File: src/rtl/core/pbw_pkg.sv
package pbw_pkg;

    localparam int COORD_W   = 32;
    localparam int MARGIN_W  = 31;
    localparam int REQ_W     = 2;
    localparam int NUM_AXES  = 3;
    localparam int CFG_IDX_W = 3;
    localparam int QUEUE_DEPTH = 2;
    localparam int QPTR_W    = 1;
    localparam int DIV_STEPS = COORD_W;

    typedef enum logic [REQ_W-1:0] {
        REQ_TEST = 2'd0,
        REQ_WRAP = 2'd1,
        REQ_MIMG = 2'd2,
        REQ_NONE = 2'd3
    } req_t;

    typedef enum logic [CFG_IDX_W-1:0] {
        CFG_A_X = 3'd0,
        CFG_A_Y = 3'd1,
        CFG_A_Z = 3'd2,
        CFG_B_X = 3'd3,
        CFG_B_Y = 3'd4,
        CFG_B_Z = 3'd5
    } cfg_idx_t;

    typedef struct packed {
        logic signed [COORD_W-1:0] lo;
        logic [COORD_W-1:0]        ext;
    } axis_cfg_t;

    typedef struct packed {
        logic                      wrap;
        logic                      neg;
        logic [COORD_W-1:0]        mag;
        logic [COORD_W-1:0]        ext;
        logic signed [COORD_W-1:0] lo;
        logic signed [COORD_W-1:0] pass;
    } axis_job_t;

    typedef struct packed {
        axis_job_t [NUM_AXES-1:0] ax;
        logic                     contained;
    } job_t;

endpackage

File: src/rtl/core/pbw_front.sv
module pbw_front
    import pbw_pkg::*;
(
    input  axis_cfg_t [NUM_AXES-1:0]   cfg,
    input  logic [REQ_W-1:0]           req_type,
    input  logic [NUM_AXES-1:0][COORD_W-1:0] coord,
    input  logic [MARGIN_W-1:0]        margin,
    output job_t                       job
);

    req_t req;
    logic [NUM_AXES-1:0] ok;

    assign req = req_t'(req_type);

    always_comb
    begin
        logic signed [COORD_W+1:0] v;
        logic signed [COORD_W+1:0] lo;
        logic signed [COORD_W+1:0] hi;
        logic signed [COORD_W+1:0] m;
        logic signed [COORD_W+1:0] d;
        logic signed [COORD_W+2:0] x;
        logic signed [COORD_W+2:0] e;
        logic                      act;
        job = '0;
        for (int i = 0; i < NUM_AXES; i++)
        begin
            v  = {{2{coord[i][COORD_W-1]}}, coord[i]};
            lo = {{2{cfg[i].lo[COORD_W-1]}}, cfg[i].lo};
            hi = lo + {2'b00, cfg[i].ext};
            m  = {3'b000, margin};
            act = (cfg[i].ext != '0);
            ok[i] = !act || ((v >= lo - m) && (v <= hi + m));

            // wrap: split v - lo into sign and magnitude for the divider
            d = v - lo;
            job.ax[i].neg  = d[COORD_W+1];
            job.ax[i].mag  = d[COORD_W+1] ? COORD_W'(-d) : d[COORD_W-1:0];
            job.ax[i].ext  = cfg[i].ext;
            job.ax[i].lo   = cfg[i].lo;
            job.ax[i].wrap = act && (req == REQ_WRAP);

            // minimum image: 2x >= E subtracts E, then 2x < -E adds E
            x = {{3{coord[i][COORD_W-1]}}, coord[i]};
            e = {3'b000, cfg[i].ext};
            if ((x <<< 1) >= e)
                x = x - e;
            if ((x <<< 1) < -e)
                x = x + e;
            if (act && req == REQ_MIMG)
                job.ax[i].pass = x[COORD_W-1:0];
            else
                job.ax[i].pass = coord[i];
        end
        job.contained = (req == REQ_TEST) && (&ok);
    end

endmodule

File: config.mk
export PLATFORM = sky130hd
export DESIGN_NAME = pbw_front
export DESIGN_NICKNAME = d
export VERILOG_FILES = /design/src/rtl/core/pbw_pkg.sv /design/src/rtl/core/pbw_front.sv
export SDC_FILE = /design/constraint.sdc
export NUM_CORES = 2
export LEC_CHECK = 0
export BUFFER_PORTS_ARGS = -buffer_cell sky130_fd_sc_hd__buf_2
export CAP_MARGIN = 30
export CORE_ASPECT_RATIO = 1.5
export CORE_MARGIN = 4
export CORE_UTILIZATION = 40
export DETAILED_ROUTE_END_ITERATION = 16
export PLACE_DENSITY = 0.62
export SYNTH_ARGS = -nofsm -noshare
export SYNTH_HDL_FRONTEND = slang
export SYNTH_SLANG_ARGS = --single-unit
export TNS_END_PERCENT = 20
File: constraint.sdc
create_clock -name vclk -period 12.1
set_input_delay 2.42 -clock vclk [all_inputs]
set_output_delay 2.42 -clock vclk [all_outputs]
set_load 0.01 [all_outputs]
==> results by group <==
GRT
  • Initial antenna violation count: 27
  • Pin count of the biggest net entering global routing: 52
  • Total grt overflow: 0
  • Vias in the first global route: about 46000
  • Total track usage: between 30 and 40%
  • Global-route wire length before repair: about 260000 um

Synthesis
  • Most numerous cell in the Yosys netlist: ha_1
  • Synth cell count leaders: ha_1 (882), a21oi_1 (519), o21ai_0 (434)
  • Top cells by area, synth: ha_1 (27%), xnor2_1 (7.8%), a21oi_1 (6.3%), a21o_1 (5.6%), o21ai_0 (5.3%)
  • Cells after Synth: around 5700
  • Syn Area/Cell: 7.292 um^2
  • Post-synth top area share: between 20% and 30%
  • Synth unique cells: 90
  • Mapped cell area: around 41000 um^2
  • Synth warn: 0
  • Syn_nets: 6973
  • Register area share after synthesis: 0%
  • Cell taking the most area after synthesis: ha_1

Routing
  • Final WL: between 150000 and 200000 um
  • 1st-pass router iterations: 6
  • Number of DRC markers in iteration 0: between 2000 and 3000
  • DRC viols: 0
  • Via/cell ratio: between 5 and 6
  • Via count: 45000
  • Antenna Nets Post-Route: 0
  • DR WL/cell: about 24 um

Worst setup path
  • CP Class: in -> out
  • CP Capture Type: primary output
  • Worst EP required: between 9 and 10 ns
  • Startpoint Class: input port
  • Maximum fanout along the worst path: 28
  • Slowest-stage cell, CP: or4_1
  • Delay of the slowest critical-path stage: ~0.66 ns
  • CP arrival: between 9 and 10 ns
  • CP dominant cell by count: o21ai_0

Power
  • Worst IR Drop VDD: about 0.000053 V
  • Pwr/cell area: just over 80 nW/um^2
  • Static Leakage: 0.02308 uW

Floorplan
  • Initial core utilization: between 40% and 50%
  • Chip height: ~400 um
  • Row count: about 140
  • Core area: between 100000 and 150000 um^2
  • Num ports: 712
  • Die Wd: 270.3 um
  • Die ar.: 108500 um^2

Job
  • Max-cap check violation count: 0

Layout
  • Area Overhead vs Synth: 10.73%
  • Final instance area: 45720 um^2
  • Register area: 0 um^2
  • CLK BUF: 0
  • Share of cells above drive strength 1: between 10 and 15%
  • NumNets Final: 7521
  • Num sequential: 0
  • # fillers: 10780

Clock network
  • Setup bufs post-CTS: 0
  • Post-cts sizing count: 0
  • # hold bufs at CTS: 0

STA
  • Final Cycle Share: slightly below 100%
  • Slew Limit Fails: 0
  • Fmax: ~84 MHz
  • Worst setup margin: 0.2141 ns
  • Slew headroom: 32.99%
  • RSZ-0062 raised after global routing: no
  • Worst-margin pin slew: roughly 1.0 ns
  • Setup violations, final: 0
  • Fin. Hold Viols: 0
  • Tmin final: approximately 12 ns

Place
  • DP HPWL: around 160000 um
  • GP Congestion: roughly 1
  • Place WS: 0.1432 ns
  • Placed instance area: roughly 46000 um^2
  • Port Buffers: around 710

Min path
  • Hold_sp: cfg[62]
  • Hold depth: 2
  • Hold Path End: job[63]
  • Hold Crit Class: in -> out

Run status
  • Status: finished, final reports clean
-- power breakdown --
part | total [uW] | leakage [uW] | internal, uW | switching (uW)
sequential | 0 | 0 | 0 | 0
combinational | 3710 | 0.0231 | 1520 | 2190
clock | 0.000167 | 0.0000000951 | 0.000166 | 0
total | 3710 | 0.0231 | 1520 | 2190
-- cell usage in the layout (no fill, tap or decap), drive strengths merged, types with 14 or more instances in the layout --
master   Yosys  routed
ha         882     882
buf        205     814
a21oi      521     521
o21ai      445     445
nand2      421     421
inv        409     409
xnor2      368     368
nor2       362     362
a21o       309     309
xor2       208     208
nand3      121     121
fa         108     108
nor3       107     107
nor2b       93      93
o21a        93      93
nand4       91      91
nand2b      84      84
o21bai      59      59
a31oi       59      59
and3        53      53
a211oi      52      52
o31ai       40      40
or3         39      39
mux2i       36      36
mux2        33      33
nor4        31      31
o211ai      30      30
a211o       24      24
and2        22      22
or2         21      21
a221oi      16      16
o2111ai     16      16
diode        0      15
and4        15      15
o41ai       15      15
a2111oi     15      15
o22ai       14      14
o31a        14      14
-- worst max path at each step --
stage | cells past startpoint | start | slack (ns) | endpoint
5_1_grt | 31 | coord[32] | 0.009 | job[136]
3_3_place_gp | 27 | margin[1] | -0.50 | job[0]
2_1_floorplan | 27 | cfg[65] | 1.71 | job[0]
3_5_place_dp | 30 | coord[32] | 0.14 | job[152]
6_report | 30 | coord[32] | 0.21 | job[152]
4_1_cts | 30 | coord[32] | 0.10 | job[152]
-- layout make-up --
type                       instances  area (um^2)  area share, %
antenna                           15        37.54        0.08210
inverter                         409         1535          3.358
multi-input combinational       4985        38130          83.40
tap                             1314         1644          3.596
timing repair buffer             814         4373          9.565
-- critical path, delay by kind of cell --
kind,cells,cell delay [ns]
adder cells (fa/ha/maj),3,0.94
AO/OA/AOI/OAI,15,3.49
AND/OR/NAND/NOR,3,0.89
XOR/XNOR,1,0.38
buffers and inverters,8,1.30
-- through the flow --
| step | instances | TNS [ns] | hold WS, ns | power (uW) | utilization [%] |
|---|---|---|---|---|---|
| floorplan | 5662 | 0 | 4.932 | 2520 | - |
| global placement | 7520 | -0.4993 | 5.120 | 3627 | 44.54 |
| detailed placement | 7522 | 0 | 5.119 | 3672 | 44.55 |
| CTS | 7522 | 0 | 5.121 | 3692 | 44.55 |
| global route | 7530 | 0 | 5.130 | 4086 | 44.58 |
| finish | 7537 | 0 | 5.117 | 3714 | 44.60 |
-- layer usage --
metal	part of all wire [%]	GRT usage [%]	routed length (um)	up-vias
met4	6.9	17.06	12240	12
li1	-	-	-	21660
met3	5.0	3.114	8948	381
met5	0.043	0	77	-
met2	51	59.73	91270	1493
met1	37	31.88	64980	21450
-- kinds of logic (layout without fill, tap and decap cells) --
family	after synthesis	count (layout)	share of synthesized area (%)
XOR/XNOR	576	576	12.22
multiplexers	69	69	1.773
adder cells (fa/ha/maj)	990	990	31.97
buffers and inverters	677	1223	7.925
AO/OA/AOI/OAI	1845	1845	28.36
other	0	15	0
AND/OR/NAND/NOR	1505	1505	17.76
(Power assumes the default switching activity.)
