## src/rtl/core/pbw_pkg.sv

```systemverilog
package pbw_pkg;

    localparam int COORD_W   = 32;
    localparam int MARGIN_W  = 31;
    localparam int REQ_W     = 2;
    localparam int NUM_AXES  = 3;
    localparam int CFG_IDX_W = 3;
    localparam int QUEUE_DEPTH = 2;
    localparam int QPTR_W    = 1;
    localparam int DIV_STEPS = COORD_W;

    typedef enum logic [REQ_W-1:0] {
        REQ_TEST = 2'd0,
        REQ_WRAP = 2'd1,
        REQ_MIMG = 2'd2,
        REQ_NONE = 2'd3
    } req_t;

    typedef enum logic [CFG_IDX_W-1:0] {
        CFG_A_X = 3'd0,
        CFG_A_Y = 3'd1,
        CFG_A_Z = 3'd2,
        CFG_B_X = 3'd3,
        CFG_B_Y = 3'd4,
        CFG_B_Z = 3'd5
    } cfg_idx_t;

    typedef struct packed {
        logic signed [COORD_W-1:0] lo;
        logic [COORD_W-1:0]        ext;
    } axis_cfg_t;

    typedef struct packed {
        logic                      wrap;
        logic                      neg;
        logic [COORD_W-1:0]        mag;
        logic [COORD_W-1:0]        ext;
        logic signed [COORD_W-1:0] lo;
        logic signed [COORD_W-1:0] pass;
    } axis_job_t;

    typedef struct packed {
        axis_job_t [NUM_AXES-1:0] ax;
        logic                     contained;
    } job_t;

endpackage

```

## src/rtl/core/pbw_queue.sv

```systemverilog
module pbw_queue
    import pbw_pkg::*;
(
    input  logic clk,
    input  logic rst_n,
    input  logic wr_en,
    input  job_t wr_data,
    output logic full,
    input  logic rd_en,
    output logic rd_valid,
    output job_t rd_data
);

    job_t              mem [QUEUE_DEPTH];
    logic [QPTR_W-1:0] wr_ptr_reg;
    logic [QPTR_W-1:0] rd_ptr_reg;
    logic [QPTR_W:0]   count_reg;
    logic [QPTR_W:0]   count_next;
    logic              push;
    logic              pop;

    assign full     = (count_reg == (QPTR_W+1)'(QUEUE_DEPTH));
    assign rd_valid = (count_reg != '0);
    assign push     = wr_en && !full;
    assign pop      = rd_en && rd_valid;
    assign rd_data  = mem[rd_ptr_reg];

    always_comb
    begin
        count_next = count_reg;
        if (push && !pop)
            count_next = count_reg + 1'b1;
        else if (pop && !push)
            count_next = count_reg - 1'b1;
    end

    always_ff @(posedge clk)
    begin
        if (push)
            mem[wr_ptr_reg] <= wr_data;
    end

    always_ff @(posedge clk or negedge rst_n)
    begin
        if (!rst_n)
        begin
            wr_ptr_reg <= '0;
            rd_ptr_reg <= '0;
            count_reg  <= '0;
        end
        else
        begin
            if (push)
                wr_ptr_reg <= wr_ptr_reg + 1'b1;
            if (pop)
                rd_ptr_reg <= rd_ptr_reg + 1'b1;
            count_reg <= count_next;
        end
    end

endmodule

```

## config.mk

```make
export PLATFORM = sky130hd
export DESIGN_NAME = pbw_queue
export DESIGN_NICKNAME = d
export VERILOG_FILES = /design/src/rtl/core/pbw_pkg.sv /design/src/rtl/core/pbw_queue.sv
export SDC_FILE = /design/constraint.sdc
export NUM_CORES = 1
export LEC_CHECK = 0
export ABC_CLOCK_PERIOD_IN_PS = 25100
export BUFFER_PORTS_ARGS = -buffer_cell sky130_fd_sc_hd__buf_4
export CAP_MARGIN = 25
export CORE_AREA = 2 2 310 312
export DETAILED_ROUTE_END_ITERATION = 6
export DIE_AREA = 0 0 312 314
export SLEW_MARGIN = 15
export SYNTH_ARGS = -nofsm -noshare
export SYNTH_HDL_FRONTEND = slang
export SYNTH_SLANG_ARGS = --single-unit
```

## constraint.sdc

```tcl
create_clock -name clk -period 25.1 [get_ports clk]
set_input_delay 1.255 -clock clk [delete_from_list [all_inputs] [get_ports clk]]
set_output_delay 1.255 -clock clk [all_outputs]
set_load 0.005 [all_outputs]
```

==> flow_metrics.tcl, run 1 <==
set metrics [dict create \
    vias_per_cell 4.34 \
    fillCellCount 8553 \
    first_pass_iters 5 \
    yosysTopAreaCellShare_pct 81.9 \
    core-area_um2 94400 \
    gp_congestion 0.843 \
    syn_area_um2 28700 \
    dpl-instance-area_um2 35800 \
    synthTopCellsByArea "edfxtp_1, mux2_2, buf_6" \
    ys_top_cells_by_count "edfxtp_1, mux2_2, buf_6" \
    grt_pass1_wl_um 103000 \
    final_nets 2477 \
    yosysTopAreaCell "edfxtp_1" \
    tightest_slew_ns 1.13 \
    hp-class "in -> async" \
    cts_buffer_depth 3 \
    drt_iter0_drc 842 \
    final.period_utilization_pct 23.4 \
    yosysMostFrequentCell "edfxtp_1" \
    io_buffer_count 787 \
    cts_resized 0 \
    yosysSeqAreaShare_pct 82.2 \
    synthCells 1236 \
    end_kind "primary output" \
    finalWirelength_um 72500 \
    place_hpwl_um 51900 \
    wl_per_cell_um 21.2 \
    synth_nets 1632 \
    fin_tns_setup_ns 0 \
    layout_setup_ws_ns 19.22 \
    fin_skew_ns 0.0231 \
    antenna_found_initial 9 \
    min_period_ns 5.88 \
    cts_root_buf "clkbuf_16" \
    cpMaxStageDelayCell "dfrtp_4" \
    fmax_mhz 170 \
    fp-row-count 113 \
    start_kind "flop" \
    die_y_um 314 \
    layout-drive-gt1-share_pct 60.2 \
    synth_edf_count 782 \
    grt_overflow 0 \
    worstPathArrival_ns 4.63 \
    clock_latency_ns 0.63 \
    worstPathCellList "buf_4 -> buf_4 -> buf_4 -> mux2_2 -> buf_4" \
    slowest_delay_ns 0.89 \
    cts.sinks 786 \
    hold_buffers 0 \
    path_common_cell "buf_4" \
    crit_buf_inv 4 \
    cts_tree "yes" \
    grt_setup_unrepaired "false" \
    synth_cell_type_count 17 \
    vias 14864 \
    p_per_area_nw_per_um2 113 \
    clk_pin_slew_ns 0.06 \
    dp_slack_ns 19.75 \
    grt_max_degree 147 \
    boundaryPins 788 \
    design_area_um2 38400 \
    slew_violations 0 \
    final-hold-violation-count 0 \
    area_growth_pct 34.0 \
    die_w_um 312 \
    cp_top_family "buffers and inverters" \
    grt_pass1_vias 16019 \
    critical_path_class "reg -> out" \
    cts_buffers 84 \
    synthArstFlopShare_pct 0.509 \
    irDropWorstVdd_mv 0.109 \
    drc 0 \
    synth_ff_type "edfxtp_1" \
    leakage_nw 14.1 \
    cap_violations 0 \
    setup_violations 0 \
    largest_reg_flops 782 \
    synth.avg_cell_area_um2 23.2 \
    dieArea_um2 98000 \
    grt_use_total_pct 14.2 \
    ant_nets 0 \
    yosys_warnings 0 \
    cts_setup_buffers 0 \
    critical_path.max_fanout 72 \
    status "completed" \
    relSlewSlack_pct 24.4 \
    start_util_pct 30.4 \
    cp.required_ns 23.84 \
    htreeDepth 3 \
    ys_seq_elements 786 \
]
through the flow:
step | instances | utilization, % | hold slack [ns] | power (mW)
after detailed placement | 3259 | 37.9 | 0.513 | 3.25
after floorplan | 1236 | - | 0.456 | 2.75
final | 3422 | 40.7 | 0.412 | 4.34
after global placement | 3259 | 37.9 | 0.476 | 3.22
after global routing | 3422 | 40.7 | 0.360 | 4.54
after CTS | 3414 | 40.6 | 0.342 | 4.41
metal layers:
layer	GRT usage, %	share of wire (%)	up-vias
met5	0	0.029	-
met4	8.12	4.9	4
met3	4.94	8.0	174
met2	25.0	52	585
met1	14.6	35	7446
li1	-	-	6655
placed cells by master, fill, tap and decap left out, drive strengths merged:
cell / n
clkinv: 38
clkbuf: 107
edfxtp: 782
xor2: 2
inv: 7
nand2: 2
mux2: 391
buf: 803
nor2: 2
and3: 1
dfrtp: 4
ha: 1
clkinvlp: 3
nand2b: 1
bufinv: 2
diode: 7
xnor2: 3
or2: 1
layout make-up:
cell class | count | area [um^2] | share of cell area (%)
sequential | 786 | 23600 | 61.4
timing repair buffer | 803 | 6060 | 15.8
multi-input combinational | 404 | 4620 | 12.0
clock buffer | 107 | 2210 | 5.75
tap | 1265 | 1580 | 4.12
clock inverter | 48 | 349 | 0.908
antenna | 7 | 17.5 | 0.0456
inverter | 2 | 7.51 | 0.0195
where the power goes:
group	internal, mW	switching (mW)	leakage, nW
logic	0.698	0.619	5.59
registers	1.80	0.0839	7.31
clock network	0.647	0.496	1.23
logic make-up after synthesis:
kind of cell               after synthesis  share of synthesized area [%]
xor gates and xnor gates                 5                          0.153
and+or+nand+nor                          7                          0.118
muxes                                  391                           15.7
adders and majority gates                1                         0.0436
buffers and inverters                   46                           1.72
DFF                                    786                           82.2
final timing paths:
kind | start | endpoint | slack [ns] | cells past startpoint
min reg2reg | count_reg[1]$_DFFE_PN0P_ | count_reg[1]$_DFFE_PN0P_ | 0.51 | 1
min in group clk | count_reg[1]$_DFFE_PN0P_ | count_reg[1]$_DFFE_PN0P_ | 0.51 | 1
min | rst_n | count_reg[0]$_DFFE_PN0P_ | 0.41 | 1
max reg2reg | count_reg[0]$_DFFE_PN0P_ | mem[1][137]$_DFFE_PP_ | 20.56 | 5
max in group asynchronous | rst_n | rd_ptr_reg$_DFFE_PN0P_ | 24.57 | 1
max | rd_ptr_reg$_DFFE_PN0P_ | rd_data[127] | 19.22 | 5
No activity file was read; power rests on OpenSTA's default activity.
==> run 2: changes to the inputs <==
--- a/config.mk
+++ b/config.mk
@@ -5,7 +5,7 @@
 export SDC_FILE = /design/constraint.sdc
 export NUM_CORES = 1
 export LEC_CHECK = 0
-export ABC_CLOCK_PERIOD_IN_PS = 25100
+export ABC_CLOCK_PERIOD_IN_PS = 6100
 export BUFFER_PORTS_ARGS = -buffer_cell sky130_fd_sc_hd__buf_4
 export CAP_MARGIN = 25
 export CORE_AREA = 2 2 310 312
==> constraint.sdc (replaced) <==
create_clock -name clk -period 6.1 [get_ports clk]
set_input_delay 0.305 -clock clk [delete_from_list [all_inputs] [get_ports clk]]
set_output_delay 0.305 -clock clk [all_outputs]
set_load 0.005 [all_outputs]
==> flow_metrics.tcl, run 2 (synthesized netlist as in run 1, its figures left out) <==
set metrics [dict create \
    layout_setup_ws_ns 2.77 \
    grt_overflow 0 \
    gp_congestion 0.849 \
    final_nets 2868 \
    finalWirelength_um 75800 \
    place_hpwl_um 50700 \
    slowest_delay_ns 0.88 \
    final_common_cell "buf_4" \
    status "completed" \
    cts_setup_buffers 0 \
    cpMaxStageDelayCell "dfrtp_4" \
    cp.required_ns 5.79 \
    fmax_mhz 300 \
    wl_per_cell_um 19.9 \
    grt_pass1_wl_um 110000 \
    clock_latency_ns 0.62 \
    core-area_um2 94400 \
    final-hold-violation-count 0 \
    vias 16438 \
    cts_tree "yes" \
    dieArea_um2 98000 \
    relSlewSlack_pct 17.4 \
    final_cells 3805 \
    final.period_utilization_pct 54.6 \
    grt_max_degree 166 \
    drt_iter0_drc 1048 \
    grt_pass1_vias 18040 \
    tightest_slew_ns 1.24 \
    use_met3_pct 4.01 \
    cts_buffers 86 \
    antenna_found_initial 6 \
    cts_buffer_depth 3 \
    slew_violations 0 \
    worstPathCellList "buf_12 -> mux2_2 -> buf_4" \
    cts_root_buf "clkbuf_16" \
    hp-class "in -> async" \
    final_cell_mix "buf_4, edfxtp_1, dlygate4sd3_1" \
    cts.sinks 786 \
    grt_setup_unrepaired "false" \
    grt_use_total_pct 14.9 \
    start_util_pct 30.4 \
    critical_path.max_fanout 152 \
    setup_violations 0 \
    layout-drive-gt1-share_pct 51.8 \
    cp_top_family "flip-flops" \
    fin_tns_setup_ns 0 \
    min_period_ns 3.33 \
    first_pass_iters 5 \
    grt_use_met1_pct 16.5 \
    busiest_layer "met2" \
    io_buffer_count 787 \
    largest_reg_flops 782 \
    ant_nets 0 \
    clk_pin_slew_ns 0.06 \
    drc 0 \
    die_y_um 314 \
    worstPathArrival_ns 3.03 \
    critical_path_class "reg -> out" \
    boundaryPins 788 \
    irDropWorstVdd_mv 0.321 \
    p_per_area_nw_per_um2 436 \
    fp-row-count 113 \
    dp_slack_ns 3.43 \
    vias_per_cell 4.32 \
    met2_usage_pct 27.2 \
    cap_violations 0 \
    end_kind "primary output" \
    area_growth_pct 48.5 \
    power_mw 18.6 \
    fin_skew_ns 0.00943 \
    crit_buf_inv 2 \
    htreeDepth 3 \
    start_kind "flop" \
    die_w_um 312 \
    leakage_nw 15.9 \
    dp_cells 3256 \
]
[run 2: cell count changes in the layout (fill, tap and decap cells not counted), moves of 7 or more]
cell           before  now
buf_4             801  793
bufinv_16           2    9
clkbuf_1           22   12
clkinv_1           29   16
clkinv_2            5   21
dlygate4sd3_1       0  393
[run 2: worst paths after layout]
check | startpoint | endpoint | slack, ns | cells past startpoint
worst max-delay path | rd_ptr_reg$_DFFE_PN0P_ | rd_data[256] | 2.77 | 3
max in group asynchronous | rst_n | rd_ptr_reg$_DFFE_PN0P_ | 5.93 | 2
worst min register to register | count_reg[0]$_DFFE_PN0P_ | count_reg[0]$_DFFE_PN0P_ | 0.55 | 1
min in group clk | rd_en | rd_ptr_reg$_DFFE_PN0P_ | 0.19 | 3
worst max register to register | count_reg[0]$_DFFE_PN0P_ | mem[1][314]$_DFFE_PP_ | 3.51 | 3
worst min-delay path | rst_n | rd_ptr_reg$_DFFE_PN0P_ | 0.05 | 2
[run 2: repair_timing]
action,in CTS,in global routing
hold endpoints to repair,787,0
resized for setup,0,0
hold buffers,393,0
[run 2: worst register-to-register path: cells and delay by family (launching register included)]
kind | cells | cell delay [ns]
and+or+nand+nor | 2 | 0.84
buffers and inverters | 1 | 0.54
DFF | 1 | 0.41
[run 2: per-stage QoR]
stage | cell area (um^2) | utilization, % | hold slack (ns)
floorplan | 28700 | - | 0.00941
global placement | 35900 | 38.0 | 0.110
detailed placement | 35900 | 38.0 | 0.113
CTS | 42600 | 45.1 | 0.00530
global route | 42600 | 45.1 | 0.0256
finish | 42600 | 45.1 | 0.0512
[run 2: power by group]
part	switching, mW	leakage, nW	total (mW)	internal [mW]
sequential	0.320	7.31	7.72	7.40
combinational	2.67	7.23	5.73	3.06
clock	2.06	1.36	5.10	3.04
[run 2: layout make-up]
type | count | area, um^2
Fill cell | 8226 | 51900
Sequential cell | 786 | 23600
Timing Repair Buffer | 1192 | 10000
Multi-Input combinational cell | 404 | 4630
Clock buffer | 101 | 2270
Tap cell | 1265 | 1580
Clock inverter | 53 | 493
Inverter | 2 | 7.51
Antenna cell | 2 | 5.00
[run 2: per-layer routing]
metal | wire [um] | vias up
li1 | - | 7425
met1 | 28100 | 8283
met2 | 40600 | 572
met3 | 4450 | 152
met4 | 2560 | 6
met5 | 40 | -
==> run 3: changes to the inputs <==
--- a/config.mk
+++ b/config.mk
@@ -5,7 +5,7 @@
 export SDC_FILE = /design/constraint.sdc
 export NUM_CORES = 1
 export LEC_CHECK = 0
-export ABC_CLOCK_PERIOD_IN_PS = 6100
+export ABC_CLOCK_PERIOD_IN_PS = 3330
 export BUFFER_PORTS_ARGS = -buffer_cell sky130_fd_sc_hd__buf_4
 export CAP_MARGIN = 25
 export CORE_AREA = 2 2 310 312
==> constraint.sdc (replaced) <==
create_clock -name clk -period 3.33 [get_ports clk]
set_input_delay 0.1665 -clock clk [delete_from_list [all_inputs] [get_ports clk]]
set_output_delay 0.1665 -clock clk [all_outputs]
set_load 0.005 [all_outputs]
==> flow_metrics.tcl, run 3 (synthesized netlist as in run 1, its figures left out) <==
set metrics [dict create \
    critical_path_class "reg -> out" \
    hold_buffers 395 \
    min_period_ns 2.78 \
    final_nets 2888 \
    final_common_cell "buf_4" \
    reg2reg_from "count_reg[0]$_DFFE_PN0P_" \
    hp-class "in -> reg" \
    antenna_found_initial 11 \
    final_cell_mix "buf_4, edfxtp_1, dlygate4sd3_1" \
    tightest_slew_ns 0.882 \
    ff2ff_setup_slack_ns 1.25 \
    cts_buffer_depth 3 \
    gp_congestion 0.864 \
    path_common_cell "buf_4" \
    ant_nets 0 \
    cp.required_ns 3.16 \
    startpoint "rd_ptr_reg$_DFFE_PN0P_" \
    first_pass_iters 5 \
    worstPathCellList "buf_4 -> mux2_2 -> buf_4" \
    cts_tree "yes" \
    status "completed" \
    clock_latency_ns 0.63 \
    drt_iter0_drc 950 \
    cts_resized 0 \
    dp_cells 3273 \
    htreeDepth 3 \
    worstPathArrival_ns 2.61 \
    fmax_mhz 360 \
    finalWirelength_um 78700 \
    irDropWorstVdd_mv 0.617 \
    worstHoldPathCells 2 \
    grt_use_total_pct 15.4 \
    final.period_utilization_pct 83.5 \
    slowest_delay_ns 0.82 \
    register_area_um2 23600 \
    dieArea_um2 98000 \
    slew_violations 0 \
    layout-drive-gt1-share_pct 51.9 \
    cts.sinks 786 \
    relSlewSlack_pct 41.2 \
    cp.depth 3 \
    cts_root_buf "clkbuf_16" \
    cpMaxStageDelayCell "dfrtp_4" \
    vias_per_cell 4.35 \
    grt_overflow 0 \
    leakage_nw 16.1 \
    cts_setup_buffers 0 \
    cap_violations 0 \
    grt_pass1_vias 18335 \
    io_buffer_count 787 \
    final-hold-violation-count 0 \
    end_kind "primary output" \
    p_per_area_nw_per_um2 804 \
    grt_setup_unrepaired "false" \
    worst-r2r-cell-count 4 \
    fin_skew_ns 0.0122 \
    vias 16662 \
    fillCellCount 8131 \
    cts_buffers 87 \
    drc 0 \
    start_util_pct 30.4 \
    clk_pin_slew_ns 0.06 \
    crit_buf_inv 2 \
    core-area_um2 94400 \
    hold_start "wr_data[364]" \
    place_hpwl_um 53000 \
    multiInputGateArea_um2 4630 \
    grt_pass1_wl_um 113000 \
    cp_top_family "flip-flops" \
    fp-row-count 113 \
    die_y_um 314 \
    boundaryPins 788 \
    largest_reg_flops 782 \
    area_growth_pct 49.8 \
    final_util_pct 45.5 \
    wl_per_cell_um 20.5 \
    die_w_um 312 \
    critical_path.max_fanout 37 \
    setup_violations 0 \
    power_mw 34.6 \
    grt_max_degree 106 \
    final_cells 3831 \
    start_kind "flop" \
]
## run 3: cell types whose count changed in the layout (fill, tap and decap cells not counted), sizes merged
cell,before,now
buf,799,816
clkinv,37,27
clkbuf,101,110
diode,2,8
bufinv,9,11
clkinvlp,5,3
dlygate4sd3,393,395
inv,4,6
## run 3: per-layer routing
| metal | GRT usage [%] | wire [um] | share of wire [%] | up-vias |
|---|---|---|---|---|
| met1 | 16.5 | 28300 | 36 | 8374 |
| li1 | - | - | - | 7481 |
| met5 | 0 | 43 | 0.055 | - |
| met4 | 7.35 | 3330 | 4.2 | 6 |
| met2 | 27.9 | 41700 | 53 | 626 |
| met3 | 4.57 | 5280 | 6.7 | 175 |
## run 3: through the flow
stage | hold WS [ns] | area (um^2) | TNS [ns] | worst slack [ns]
floorplan | -0.129 | 28700 | -2288.30 | -3.45
global placement | -0.0299 | 36100 | 0 | 1.23
detailed placement | -0.0306 | 36100 | 0 | 1.21
CTS | 0.188 | 42900 | 0 | 0.465
global route | 0.206 | 43000 | 0 | 0.404
finish | 0.251 | 43000 | 0 | 0.549
## run 3: area by class of cell
| type | count | share of cell area (%) |
|---|---|---|
| Tap cell | 1265 | 3.68 |
| Timing Repair Buffer | 1211 | 23.9 |
| Clock inverter | 45 | 1.31 |
| Clock buffer | 110 | 5.37 |
| Inverter | 2 | 0.0175 |
| Multi-Input combinational cell | 404 | 10.8 |
| Antenna cell | 8 | 0.0466 |
| Sequential cell | 786 | 54.9 |
## run 3: worst paths after layout
check,to
max,rd_data[304]
min,mem[1][364]$_DFFE_PP_
max reg2reg,mem[1][199]$_DFFE_PP_
min reg2reg,count_reg[0]$_DFFE_PN0P_
max in group asynchronous,rd_ptr_reg$_DFFE_PN0P_
min in group asynchronous,count_reg[0]$_DFFE_PN0P_
## run 3: report_power, final
| part | total, mW | leakage [nW] | internal, mW | switching, mW |
|---|---|---|---|---|
| clock network | 9.62 | 1.39 | 5.78 | 3.85 |
| registers | 14.1 | 7.31 | 13.5 | 0.598 |
| logic | 10.8 | 7.36 | 5.76 | 5.06 |
| total | 34.6 | 16.1 | 25.1 | 9.50 |
